<file path="src/rtl/assert_macros.svh">
// Assertion helpers for the sorted integer set RTL.
// Each macro expects clk and rst_n in the scope where it is used.
`ifndef ASSERT_MACROS_SVH
`define ASSERT_MACROS_SVH

`ifndef NO_ASSERTIONS

`define SIS_ASSERT_ALWAYS(lbl, cond) \
    lbl: assert property (@(posedge clk) disable iff (!rst_n) (cond)) \
        else $error("sorted set assertion failed");

`define SIS_ASSERT_IMPLIES(lbl, ante, cons) \
    lbl: assert property (@(posedge clk) disable iff (!rst_n) (ante) |-> (cons)) \
        else $error("sorted set assertion failed");

`else

`define SIS_ASSERT_ALWAYS(lbl, cond)
`define SIS_ASSERT_IMPLIES(lbl, ante, cons)

`endif

`endif

</file>
<file path="src/rtl/sis_pkg.sv">
// ----------------------------------------------------------------------------
// sis_pkg
// Shared constants, codes and controller/datapath signal groups.
// ----------------------------------------------------------------------------
package sis_pkg;

    localparam int CAPACITY = 64;
    localparam int IDX_W    = $clog2(CAPACITY);
    localparam int CNT_W    = 7;
    localparam int VAL_W    = 32;

    localparam logic [1:0] OP_ADD    = 2'd0;
    localparam logic [1:0] OP_REMOVE = 2'd1;
    localparam logic [1:0] OP_QUERY  = 2'd2;
    localparam logic [1:0] OP_CLEAR  = 2'd3;

    localparam logic [1:0] ST_DONE = 2'd0;
    localparam logic [1:0] ST_FULL = 2'd1;
    localparam logic [1:0] ST_SAME = 2'd2;

    localparam logic [VAL_W-1:0] EMPTY_MARK = '1;

    // Commands from the controller to the datapath
    typedef struct packed {
        logic load;
        logic search_rd;
        logic search_upd;
        logic find_rd;
        logic find_chk;
        logic decide;
        logic up_rd;
        logic up_wr;
        logic insert;
        logic dn_rd;
        logic dn_wr;
        logic dn_done;
        logic first_rd;
        logic last_rd;
        logic result_load;
    } sis_cmd_t;

    // Status from the datapath to the controller
    typedef struct packed {
        logic search_more;
        logic go_add;
        logic go_remove;
        logic up_more;
        logic dn_more;
        logic out_free;
    } sis_sts_t;

    // Signed ordering of two stored words
    function automatic logic key_less(logic [VAL_W-1:0] a, logic [VAL_W-1:0] b);
        return $signed(a) < $signed(b);
    endfunction

endpackage

</file>
<file path="src/rtl/sis_if.sv">
// ----------------------------------------------------------------------------
// sis_req_if / sis_rsp_if
// Valid/ready channels for request and response words.
// ----------------------------------------------------------------------------
interface sis_req_if;
    logic              valid;
    logic              ready;
    logic [1:0]        op;
    logic signed [31:0] value;

    modport source (output valid, output op, output value, input ready);
    modport sink   (input valid, input op, input value, output ready);
endinterface

interface sis_rsp_if;
    logic               valid;
    logic               ready;
    logic               found;
    logic [6:0]         count;
    logic signed [31:0] min_value;
    logic signed [31:0] max_value;
    logic               is_empty;
    logic [1:0]         status;

    modport source (output valid, output found, output count, output min_value,
                    output max_value, output is_empty, output status, input ready);
    modport sink   (input valid, input found, input count, input min_value,
                    input max_value, input is_empty, input status, output ready);
endinterface

</file>
<file path="src/rtl/sis_ctrl.sv">
// ----------------------------------------------------------------------------
// sis_ctrl
// Sequencer: binary search, membership check, shift loop, end-point reads.
// ----------------------------------------------------------------------------
module sis_ctrl (
    input  logic              clk,
    input  logic              rst_n,
    input  logic              req_valid,
    output logic              req_ready,
    input  sis_pkg::sis_sts_t sts,
    output sis_pkg::sis_cmd_t cmd
);

    typedef enum logic [13:0] {
        S_IDLE     = 14'b00000000000001,
        S_SEARCH   = 14'b00000000000010,
        S_S_CMP    = 14'b00000000000100,
        S_FIND     = 14'b00000000001000,
        S_F_CMP    = 14'b00000000010000,
        S_DECIDE   = 14'b00000000100000,
        S_UP_CHK   = 14'b00000001000000,
        S_UP_WR    = 14'b00000010000000,
        S_INSERT   = 14'b00000100000000,
        S_DN_CHK   = 14'b00001000000000,
        S_DN_WR    = 14'b00010000000000,
        S_RD_FIRST = 14'b00100000000000,
        S_RD_LAST  = 14'b01000000000000,
        S_RESULT   = 14'b10000000000000
    } state_t;

    state_t state_reg;
    state_t state_next;

    assign req_ready = (state_reg == S_IDLE);

    always_comb
    begin
        state_next = state_reg;
        cmd        = '0;
        unique case (state_reg)
            S_IDLE:
            begin
                if (req_valid)
                begin
                    cmd.load   = 1'b1;
                    state_next = S_SEARCH;
                end
            end
            S_SEARCH:
            begin
                if (sts.search_more)
                begin
                    cmd.search_rd = 1'b1;
                    state_next    = S_S_CMP;
                end
                else
                begin
                    state_next = S_FIND;
                end
            end
            S_S_CMP:
            begin
                cmd.search_upd = 1'b1;
                state_next     = S_SEARCH;
            end
            S_FIND:
            begin
                cmd.find_rd = 1'b1;
                state_next  = S_F_CMP;
            end
            S_F_CMP:
            begin
                cmd.find_chk = 1'b1;
                state_next   = S_DECIDE;
            end
            S_DECIDE:
            begin
                cmd.decide = 1'b1;
                if (sts.go_add)
                    state_next = S_UP_CHK;
                else if (sts.go_remove)
                    state_next = S_DN_CHK;
                else
                    state_next = S_RD_FIRST;
            end
            S_UP_CHK:
            begin
                if (sts.up_more)
                begin
                    cmd.up_rd  = 1'b1;
                    state_next = S_UP_WR;
                end
                else
                begin
                    state_next = S_INSERT;
                end
            end
            S_UP_WR:
            begin
                cmd.up_wr  = 1'b1;
                state_next = S_UP_CHK;
            end
            S_INSERT:
            begin
                cmd.insert = 1'b1;
                state_next = S_RD_FIRST;
            end
            S_DN_CHK:
            begin
                if (sts.dn_more)
                begin
                    cmd.dn_rd  = 1'b1;
                    state_next = S_DN_WR;
                end
                else
                begin
                    cmd.dn_done = 1'b1;
                    state_next  = S_RD_FIRST;
                end
            end
            S_DN_WR:
            begin
                cmd.dn_wr  = 1'b1;
                state_next = S_DN_CHK;
            end
            S_RD_FIRST:
            begin
                cmd.first_rd = 1'b1;
                state_next   = S_RD_LAST;
            end
            S_RD_LAST:
            begin
                cmd.last_rd = 1'b1;
                state_next  = S_RESULT;
            end
            S_RESULT:
            begin
                if (sts.out_free)
                begin
                    cmd.result_load = 1'b1;
                    state_next      = S_IDLE;
                end
            end
            default:
            begin
                state_next = S_IDLE;
            end
        endcase
    end

    always_ff @(posedge clk or negedge rst_n)
    begin
        if (!rst_n)
            state_reg <= S_IDLE;
        else
            state_reg <= state_next;
    end

endmodule

</file>
<file path="src/rtl/sis_dp.sv">
// ----------------------------------------------------------------------------
// sis_dp
// Entry store, search window, shift pointer, count and response register.
// ----------------------------------------------------------------------------
`include "assert_macros.svh"

module sis_dp (
    input  logic                       clk,
    input  logic                       rst_n,
    input  sis_pkg::sis_cmd_t          cmd,
    output sis_pkg::sis_sts_t          sts,
    input  logic [1:0]                 req_op,
    input  logic [sis_pkg::VAL_W-1:0]  req_value,
    input  logic                       rsp_ready,
    output logic                       rsp_valid,
    output logic                       rsp_found,
    output logic [sis_pkg::CNT_W-1:0]  rsp_count,
    output logic [sis_pkg::VAL_W-1:0]  rsp_min,
    output logic [sis_pkg::VAL_W-1:0]  rsp_max,
    output logic                       rsp_empty,
    output logic [1:0]                 rsp_status
);

    localparam logic [sis_pkg::CNT_W-1:0] CAP_CNT = sis_pkg::CNT_W'(sis_pkg::CAPACITY);

    logic [sis_pkg::VAL_W-1:0] mem [sis_pkg::CAPACITY];

    logic [1:0]                op_reg;
    logic [sis_pkg::VAL_W-1:0] value_reg;
    logic [sis_pkg::CNT_W-1:0] used_reg, used_next;
    logic [sis_pkg::CNT_W-1:0] lo_reg, lo_next;
    logic [sis_pkg::CNT_W-1:0] hi_reg, hi_next;
    logic [sis_pkg::CNT_W-1:0] ptr_reg, ptr_next;
    logic                      found_reg;
    logic [1:0]                status_reg;
    logic [sis_pkg::VAL_W-1:0] rdata_reg;
    logic [sis_pkg::VAL_W-1:0] first_reg;
    logic                      rsp_valid_reg;

    logic [sis_pkg::CNT_W:0]   mid_sum;
    logic [sis_pkg::CNT_W-1:0] mid;
    logic [sis_pkg::CNT_W-1:0] ptr_dec;
    logic [sis_pkg::CNT_W-1:0] ptr_inc;
    logic [sis_pkg::CNT_W-1:0] used_dec;
    logic                      rd_en;
    logic [sis_pkg::IDX_W-1:0] rd_addr;
    logic                      wr_en;
    logic [sis_pkg::IDX_W-1:0] wr_addr;
    logic [sis_pkg::VAL_W-1:0] wr_data;
    logic                      is_full;
    logic                      set_empty;

    assign mid_sum  = {1'b0, lo_reg} + {1'b0, hi_reg};
    assign mid      = mid_sum[sis_pkg::CNT_W:1];
    assign ptr_dec  = ptr_reg - sis_pkg::CNT_W'(1);
    assign ptr_inc  = ptr_reg + sis_pkg::CNT_W'(1);
    assign used_dec = used_reg - sis_pkg::CNT_W'(1);
    assign is_full  = (used_reg >= CAP_CNT);
    assign set_empty = (used_reg == '0);

    // Status to the sequencer
    assign sts.search_more = (lo_reg < hi_reg);
    assign sts.go_add      = (op_reg == sis_pkg::OP_ADD) && !found_reg && !is_full;
    assign sts.go_remove   = (op_reg == sis_pkg::OP_REMOVE) && found_reg;
    assign sts.up_more     = (ptr_reg > lo_reg);
    assign sts.dn_more     = (ptr_inc < used_reg);
    assign sts.out_free    = !rsp_valid_reg || rsp_ready;

    // Read port address
    always_comb
    begin
        rd_en   = cmd.search_rd | cmd.find_rd | cmd.up_rd | cmd.dn_rd
                | cmd.first_rd | cmd.last_rd;
        rd_addr = '0;
        if (cmd.search_rd)
            rd_addr = mid[sis_pkg::IDX_W-1:0];
        else if (cmd.find_rd)
            rd_addr = lo_reg[sis_pkg::IDX_W-1:0];
        else if (cmd.up_rd)
            rd_addr = ptr_dec[sis_pkg::IDX_W-1:0];
        else if (cmd.dn_rd)
            rd_addr = ptr_inc[sis_pkg::IDX_W-1:0];
        else if (cmd.last_rd)
            rd_addr = used_dec[sis_pkg::IDX_W-1:0];
    end

    // Write port: moved entry or inserted value
    always_comb
    begin
        wr_en   = cmd.up_wr | cmd.dn_wr | cmd.insert;
        wr_addr = ptr_reg[sis_pkg::IDX_W-1:0];
        wr_data = rdata_reg;
        if (cmd.insert)
        begin
            wr_addr = lo_reg[sis_pkg::IDX_W-1:0];
            wr_data = value_reg;
        end
    end

    always_ff @(posedge clk)
    begin
        if (wr_en)
            mem[wr_addr] <= wr_data;
        if (rd_en)
            rdata_reg <= mem[rd_addr];
    end

    // Search window, pointer and count
    always_comb
    begin
        lo_next   = lo_reg;
        hi_next   = hi_reg;
        ptr_next  = ptr_reg;
        used_next = used_reg;
        if (cmd.load)
        begin
            lo_next = '0;
            hi_next = used_reg;
        end
        if (cmd.search_upd)
        begin
            if (sis_pkg::key_less(rdata_reg, value_reg))
                lo_next = mid + sis_pkg::CNT_W'(1);
            else
                hi_next = mid;
        end
        if (cmd.decide)
        begin
            ptr_next = (op_reg == sis_pkg::OP_ADD) ? used_reg : lo_reg;
            if (op_reg == sis_pkg::OP_CLEAR)
                used_next = '0;
        end
        if (cmd.up_wr)
            ptr_next = ptr_dec;
        if (cmd.dn_wr)
            ptr_next = ptr_inc;
        if (cmd.insert)
            used_next = used_reg + sis_pkg::CNT_W'(1);
        if (cmd.dn_done)
            used_next = used_dec;
    end

    always_ff @(posedge clk or negedge rst_n)
    begin
        if (!rst_n)
        begin
            used_reg      <= '0;
            lo_reg        <= '0;
            hi_reg        <= '0;
            ptr_reg       <= '0;
            rsp_valid_reg <= 1'b0;
        end
        else
        begin
            used_reg <= used_next;
            lo_reg   <= lo_next;
            hi_reg   <= hi_next;
            ptr_reg  <= ptr_next;
            if (cmd.result_load)
                rsp_valid_reg <= 1'b1;
            else if (rsp_ready)
                rsp_valid_reg <= 1'b0;
        end
    end

    // Item and result payload
    always_ff @(posedge clk)
    begin
        if (cmd.load)
        begin
            op_reg    <= req_op;
            value_reg <= req_value;
        end
        if (cmd.find_chk)
            found_reg <= (lo_reg < used_reg) && (rdata_reg == value_reg);
        if (cmd.decide)
        begin
            status_reg <= sis_pkg::ST_DONE;
            if (op_reg == sis_pkg::OP_ADD)
            begin
                if (found_reg)
                    status_reg <= sis_pkg::ST_SAME;
                else if (is_full)
                    status_reg <= sis_pkg::ST_FULL;
            end
            else if (op_reg == sis_pkg::OP_REMOVE)
            begin
                if (!found_reg)
                    status_reg <= sis_pkg::ST_SAME;
            end
        end
        if (cmd.last_rd)
            first_reg <= rdata_reg;
        if (cmd.result_load)
        begin
            rsp_found  <= found_reg;
            rsp_count  <= used_reg;
            rsp_min    <= set_empty ? sis_pkg::EMPTY_MARK : first_reg;
            rsp_max    <= set_empty ? sis_pkg::EMPTY_MARK : rdata_reg;
            rsp_empty  <= set_empty;
            rsp_status <= status_reg;
        end
    end

    assign rsp_valid = rsp_valid_reg;

    `SIS_ASSERT_ALWAYS(a_used_bound, used_reg <= CAP_CNT)
    `SIS_ASSERT_ALWAYS(a_window_order, lo_reg <= hi_reg)
    `SIS_ASSERT_IMPLIES(a_used_step, (used_reg != $past(used_reg)) && (used_reg != '0), (used_reg == $past(used_reg) + sis_pkg::CNT_W'(1)) || (used_reg == $past(used_reg) - sis_pkg::CNT_W'(1)))
    `SIS_ASSERT_IMPLIES(a_insert_room, cmd.insert, (lo_reg <= used_reg) && !is_full)

endmodule

</file>
<file path="src/rtl/sorted_integer_set_core.sv">
// ----------------------------------------------------------------------------
// sorted_integer_set_core
// Ordered store of distinct signed 32-bit integers with add, remove, query
// and clear, one response word per request word.
// ----------------------------------------------------------------------------
//  channel  | dir | word fields
//  ---------+-----+---------------------------------------------------------
//  req      | in  | op[1:0], value[31:0] signed
//  rsp      | out | found, count[6:0], min_value, max_value, is_empty, status
//
//  Each word runs a binary search over the stored entries, one store read per
//  probe; an add then moves the entries above the insert point up by one and
//  a remove moves those above the removed entry down by one.
//  Reset: count and sequencer clear at once; the entry store is not cleared.
//  Hold a finished response in its own register and take the next request;
//  stall only when a second response is ready before the first is taken.
// ----------------------------------------------------------------------------
module sorted_integer_set_core (
    input  logic           clk,
    input  logic           rst_n,
    sis_req_if.sink        req,
    sis_rsp_if.source      rsp
);

    sis_pkg::sis_cmd_t cmd;
    sis_pkg::sis_sts_t sts;

    logic [sis_pkg::VAL_W-1:0] rsp_min;
    logic [sis_pkg::VAL_W-1:0] rsp_max;

    // Sequencer: owns the request handshake and steps the datapath
    sis_ctrl u_ctrl (
        .clk       (clk),
        .rst_n     (rst_n),
        .req_valid (req.valid),
        .req_ready (req.ready),
        .sts       (sts),
        .cmd       (cmd)
    );

    // Datapath: entry store, search bounds, shift pointer, response register
    sis_dp u_dp (
        .clk        (clk),
        .rst_n      (rst_n),
        .cmd        (cmd),
        .sts        (sts),
        .req_op     (req.op),
        .req_value  (req.value),
        .rsp_ready  (rsp.ready),
        .rsp_valid  (rsp.valid),
        .rsp_found  (rsp.found),
        .rsp_count  (rsp.count),
        .rsp_min    (rsp_min),
        .rsp_max    (rsp_max),
        .rsp_empty  (rsp.is_empty),
        .rsp_status (rsp.status)
    );

    // Present the end points as signed words
    assign rsp.min_value = $signed(rsp_min);
    assign rsp.max_value = $signed(rsp_max);

endmodule
</file>
<file path="src/flat_wrapper.sv">
// flat-port wrapper written by rule: the top's interface ports become plain ports
module sorted_integer_set_core_flat 
  (clk, rst_n, req_valid, req_op, req_value, req_ready, rsp_valid, rsp_found, rsp_count, rsp_min_value, rsp_max_value, rsp_is_empty, rsp_status, rsp_ready);
  sis_req_if req_i ();
  sis_rsp_if rsp_i ();
  input  logic clk;
  input  logic rst_n;
  input wire logic [$bits(req_i.valid)-1:0] req_valid;
  input wire logic [$bits(req_i.op)-1:0] req_op;
  input wire logic [$bits(req_i.value)-1:0] req_value;
  output wire logic [$bits(req_i.ready)-1:0] req_ready;
  output wire logic [$bits(rsp_i.valid)-1:0] rsp_valid;
  output wire logic [$bits(rsp_i.found)-1:0] rsp_found;
  output wire logic [$bits(rsp_i.count)-1:0] rsp_count;
  output wire logic [$bits(rsp_i.min_value)-1:0] rsp_min_value;
  output wire logic [$bits(rsp_i.max_value)-1:0] rsp_max_value;
  output wire logic [$bits(rsp_i.is_empty)-1:0] rsp_is_empty;
  output wire logic [$bits(rsp_i.status)-1:0] rsp_status;
  input wire logic [$bits(rsp_i.ready)-1:0] rsp_ready;
  assign req_i.valid = req_valid;
  assign req_i.op = req_op;
  assign req_i.value = req_value;
  assign req_ready = req_i.ready;
  assign rsp_valid = rsp_i.valid;
  assign rsp_found = rsp_i.found;
  assign rsp_count = rsp_i.count;
  assign rsp_min_value = rsp_i.min_value;
  assign rsp_max_value = rsp_i.max_value;
  assign rsp_is_empty = rsp_i.is_empty;
  assign rsp_status = rsp_i.status;
  assign rsp_i.ready = rsp_ready;
  sorted_integer_set_core u_core (.clk(clk), .rst_n(rst_n), .req(req_i), .rsp(rsp_i));
endmodule
</file>
<file path="config.mk">
export PLATFORM = sky130hd
export DESIGN_NAME = sorted_integer_set_core_flat
export DESIGN_NICKNAME = d
export VERILOG_FILES = /design/src/rtl/sis_pkg.sv /design/src/rtl/sis_if.sv /design/src/rtl/sis_ctrl.sv /design/src/rtl/sis_dp.sv /design/src/rtl/sorted_integer_set_core.sv /design/src/flat_wrapper.sv
export VERILOG_INCLUDE_DIRS = /design/src /design/src/rtl
export SDC_FILE = /design/constraint.sdc
export NUM_CORES = 2
export LEC_CHECK = 0
export BUFFER_PORTS_ARGS = -buffer_cell sky130_fd_sc_hd__buf_2
export CAP_MARGIN = 20
export CORE_MARGIN = 2
export CORE_UTILIZATION = 60
export CTS_CLUSTER_DIAMETER = 120
export DETAILED_ROUTE_END_ITERATION = 10
export PLACE_DENSITY = 0.74
export RECOVER_POWER = 50
export SLEW_MARGIN = 15
export SYNTH_ARGS = -nofsm -noshare
export SYNTH_HDL_FRONTEND = slang
export SYNTH_HIERARCHICAL = 1
export SYNTH_SLANG_ARGS = --single-unit
</file>
<file path="constraint.sdc">
create_clock -name clk -period 18.7 [get_ports clk]
set_input_delay 0.935 -clock clk [delete_from_list [all_inputs] [get_ports clk]]
set_output_delay 0.935 -clock clk [all_outputs]
set_load 0.01 [all_outputs]
</file>
==> impl_results.md <==
- Clk_skew: 0.0766 ns
- Routed WL per cell: 32.8 um
- Slowest stage cell, crit path: clkbuf_1
- Die W: 416 um
- Synth-to-Final Area Change: 10.0%
- I/O pin count: 115
- Synth Flop Type: edfxtp_1
- Placed Cells: 8720
- Status: finished, violations left
- Setup_tns: 0 ns
- Kind of cell adding the most delay to the critical path: buffers and inverters
- Max reg flops: 2048
- Max_slew headroom: -194%
- Max FO, Critical Path: 133
- Synthesized area per cell: 15.2 um2
- Synth Area in Adders: 0.867%
- Max Slew Vio Count: 2244
- Vias in the first global route: 61.6k
- First-pass GRT wire length: 426000 um
- Post-Syn Area: 102000 um2
- Failing checks: max-capacitance violations, max-slew violations
- Hold Vio Cnt, Final: 0
- Fin crit share: 48.3%
- Grt total ovfl: 0
- Fmax: 111 MHz
- Syn_nets: 6804
- Most common cell after layout, fill and taps aside: edfxtp_1
- PwrDens: 150 nW/um2
- Flops & latches, synth: 2267
- Row Count: 151
- Yosys cell types: 84
- Total die area: 173000 um2
- Sequential fraction of the synthesis area: 66.6%
- Drt first pass iters: 6
- Crit path DAT: 9.73 ns
- Main combinational cell family by area after synthesis: multiplexers
- XOR/XNOR Fraction of Synth Area: 0.267%
- Starting Density: 60.3%
- Startpoint Class: register
- TritonCTS clock tree: built
- PostCTS Resize Cnt: 0
- Initial antenna violation count: 16
- Final Non-Filler Cells: 9140
- Reg-to-reg slack, setup: 9.67 ns
- Slew @ Worst Pin: 4.41 ns
- Num CTS Buffers: 221
- Min Clock Period, post-route: 9.03 ns
- Share of cells above drive strength 1: 15.3%
- WL final: 300000 um
- Core ar.: 169000 um2
- CP Data Required Time: 19.40 ns
- Avg Vias per Cell: 6.95
- RSZ-0062 raised after global routing: no
- Routed Antenna Nets: 0
- Post-Synthesis Cells: 6696
- Worst R2R Path Depth: 15
- Leading cell types in the layout, fill and taps excluded: edfxtp_1, mux2i_1, mux2_2, a21oi_1, o22ai_1
- Setup CP Type: reg2reg
- Clk sink count: 2267
- Worst stage delay on the critical path: 1.73 ns
- Cell count along the critical path: 15
- Hold Path Class: in2async
- Synth warn: 6
- Hold buffer count at cts: 0
- Worst-path cell chain: nor4_1, nand2_1, nor4b_1, clkbuf_1, or4b_1, a31oi_1, o31a_2, buf_4, buf_12, buf_4, mux2i_1, mux4_2, nand3_1, o21ai_1, nor4_2
- CTS max path bufs: 3
- Initial DRC Count: 9711
- Reg-to-Reg Start: u_core/u_ctrl/state_reg[2]$_DFFE_PN0P_
- Leakage: 38.0 nW
- CP most frequent cell: buf_4
- Latest clock arrival within the worst-skew pair: 0.89 ns
- Via count: 63.5k
- HPWL Detailed: 167000 um
- Largest net degree at the start of global routing: 154
- Top reg by flops: u_core/u_dp/mem
- DRC Markers: 0
- Setup violations, final: 0
- Post-synth EDFFs: 2224
- Max_cap viols: 38
- H-tree Lvls: 4
- Root buf cell: clkbuf_16
- Die Span Y: 416 um
- Async S/R FF share, synth: 1.90%
- Total GRT Usage: 34.0%
- Synth Area in Compound Gates: 8.52%
- Mux cell area share after synthesis: 16.3%
- CP endpoint kind: register
- Routability cong.: 0.913
- Area share of and/or/nand/nor cells after synthesis: 4.93%
- Peak supply drop: 0.146 mV
- Clock-pin slew on the worst setup and hold paths: 0.06 ns
- Final Net Count: 6836
- Setup Buffers After CTS: 0
- Bufs and invs on worst path: 4
- RR Endpoint: u_core/u_dp/rdata_reg[17]$_DFFE_PP_
- IO buf count: 114
cell families (layout without fill, tap and decap cells):
family,after synthesis,after routing
AOI/OAI and AO/OA,1326,1326
xor gates and xnor gates,31,31
adders and majority gates,70,70
buffers and inverters,580,800
DFF,2267,2267
muxes,1566,1566
other,0,6
and+or+nand+nor,856,856
worst register-to-register path: cells and delay by family, from the launching register on:
family                 cells  cell delay (ns)
AOI/OAI and AO/OA          3             0.70
buffers and inverters      4             4.32
DFF                        1             0.45
muxes                      2             0.74
and+or+nand+nor            6             2.70
cell usage after synthesis (32+ instances only):
cell / number / area, um2
mux2_2: 397 / 4470
o211a_1: 32 / 320
nor2_1: 112 / 420
and3_1: 268 / 1680
nand3_1: 115 / 576
o21ai_0: 93 / 465
edfxtp_1: 2224 / 66800
clkbuf_1: 312 / 1170
a211oi_1: 281 / 2110
a21oi_1: 358 / 1790
mux2i_1: 1138 / 11400
o22ai_1: 333 / 2080
nor4_1: 84 / 526
buf_1: 40 / 150
a22oi_1: 33 / 248
dfrtp_1: 42 / 1050
inv_1: 72 / 270
nand2_1: 71 / 267
a221o_1: 62 / 621
nand2b_1: 82 / 513
buf_2: 112 / 561
ha_1: 69 / 863
where the power goes:
part | internal [W] | switching (W) | total (W)
registers | 0.00638 | 0.000187 | 0.00657
clock network | 0.00239 | 0.00194 | 0.00433
logic | 0.00181 | 0.00414 | 0.00595
worst max path at each step:
stage,from,endpoint,slack [ns]
after global placement,u_core/u_dp/ptr_reg[0]$_DFFE_PN0P_,u_core/u_dp/rdata_reg[19]$_DFFE_PP_,11.19
after detailed placement,u_core/u_dp/ptr_reg[0]$_DFFE_PN0P_,u_core/u_dp/rdata_reg[2]$_DFFE_PP_,11.15
final,u_core/u_ctrl/state_reg[2]$_DFFE_PN0P_,u_core/u_dp/rdata_reg[17]$_DFFE_PP_,9.67
after global routing,u_core/u_ctrl/state_reg[2]$_DFFE_PN0P_,u_core/u_dp/rdata_reg[3]$_DFFE_PP_,9.05
after floorplan,rsp_ready,u_core/u_dp/rsp_count[0]$_DFFE_PP_,11.84
after CTS,u_core/u_dp/ptr_reg[0]$_DFFE_PN0P_,u_core/u_dp/rdata_reg[17]$_DFFE_PP_,11.18
per-layer routing:
| metal | wire length [um] | track usage, % | up-vias |
|---|---|---|---|
| met1 | 110000 | 45.3 | 32039 |
| met4 | 18700 | 18.0 | 10 |
| met5 | 261 | 0 | - |
| li1 | - | - | 26913 |
| met2 | 134000 | 51.4 | 3863 |
| met3 | 37800 | 9.41 | 703 |
stage by stage:
| step | instance area (um2) | total power [W] | hold WS [ns] | util (%) | setup WS, ns |
|---|---|---|---|---|---|
| 3_5_place_dp | 105000 | 0.0123 | 0.405 | 62.3 | 11.15 |
| 6_report | 112000 | 0.0169 | 0.256 | 66.3 | 9.67 |
| 2_1_floorplan | 102000 | 0.0100 | 0.400 | - | 11.84 |
| 4_1_cts | 112000 | 0.0166 | 0.217 | 66.5 | 11.18 |
| 3_3_place_gp | 105000 | 0.0122 | 0.407 | 62.3 | 11.19 |
| 5_1_grt | 112000 | 0.0172 | 0.233 | 66.3 | 9.05 |
cell type report:
type | instances | area (um2)
Multi-Input combinational cell | 3849 | 32100
Clock buffer | 276 | 5790
Clock inverter | 135 | 1240
Timing Repair Buffer | 316 | 1980
Sequential cell | 2267 | 67900
Fill cell | 11634 | 56800
Antenna cell | 6 | 15.0
Inverter | 73 | 282
Tap cell | 2218 | 2780
No activity file was read; power rests on OpenSTA's default activity.
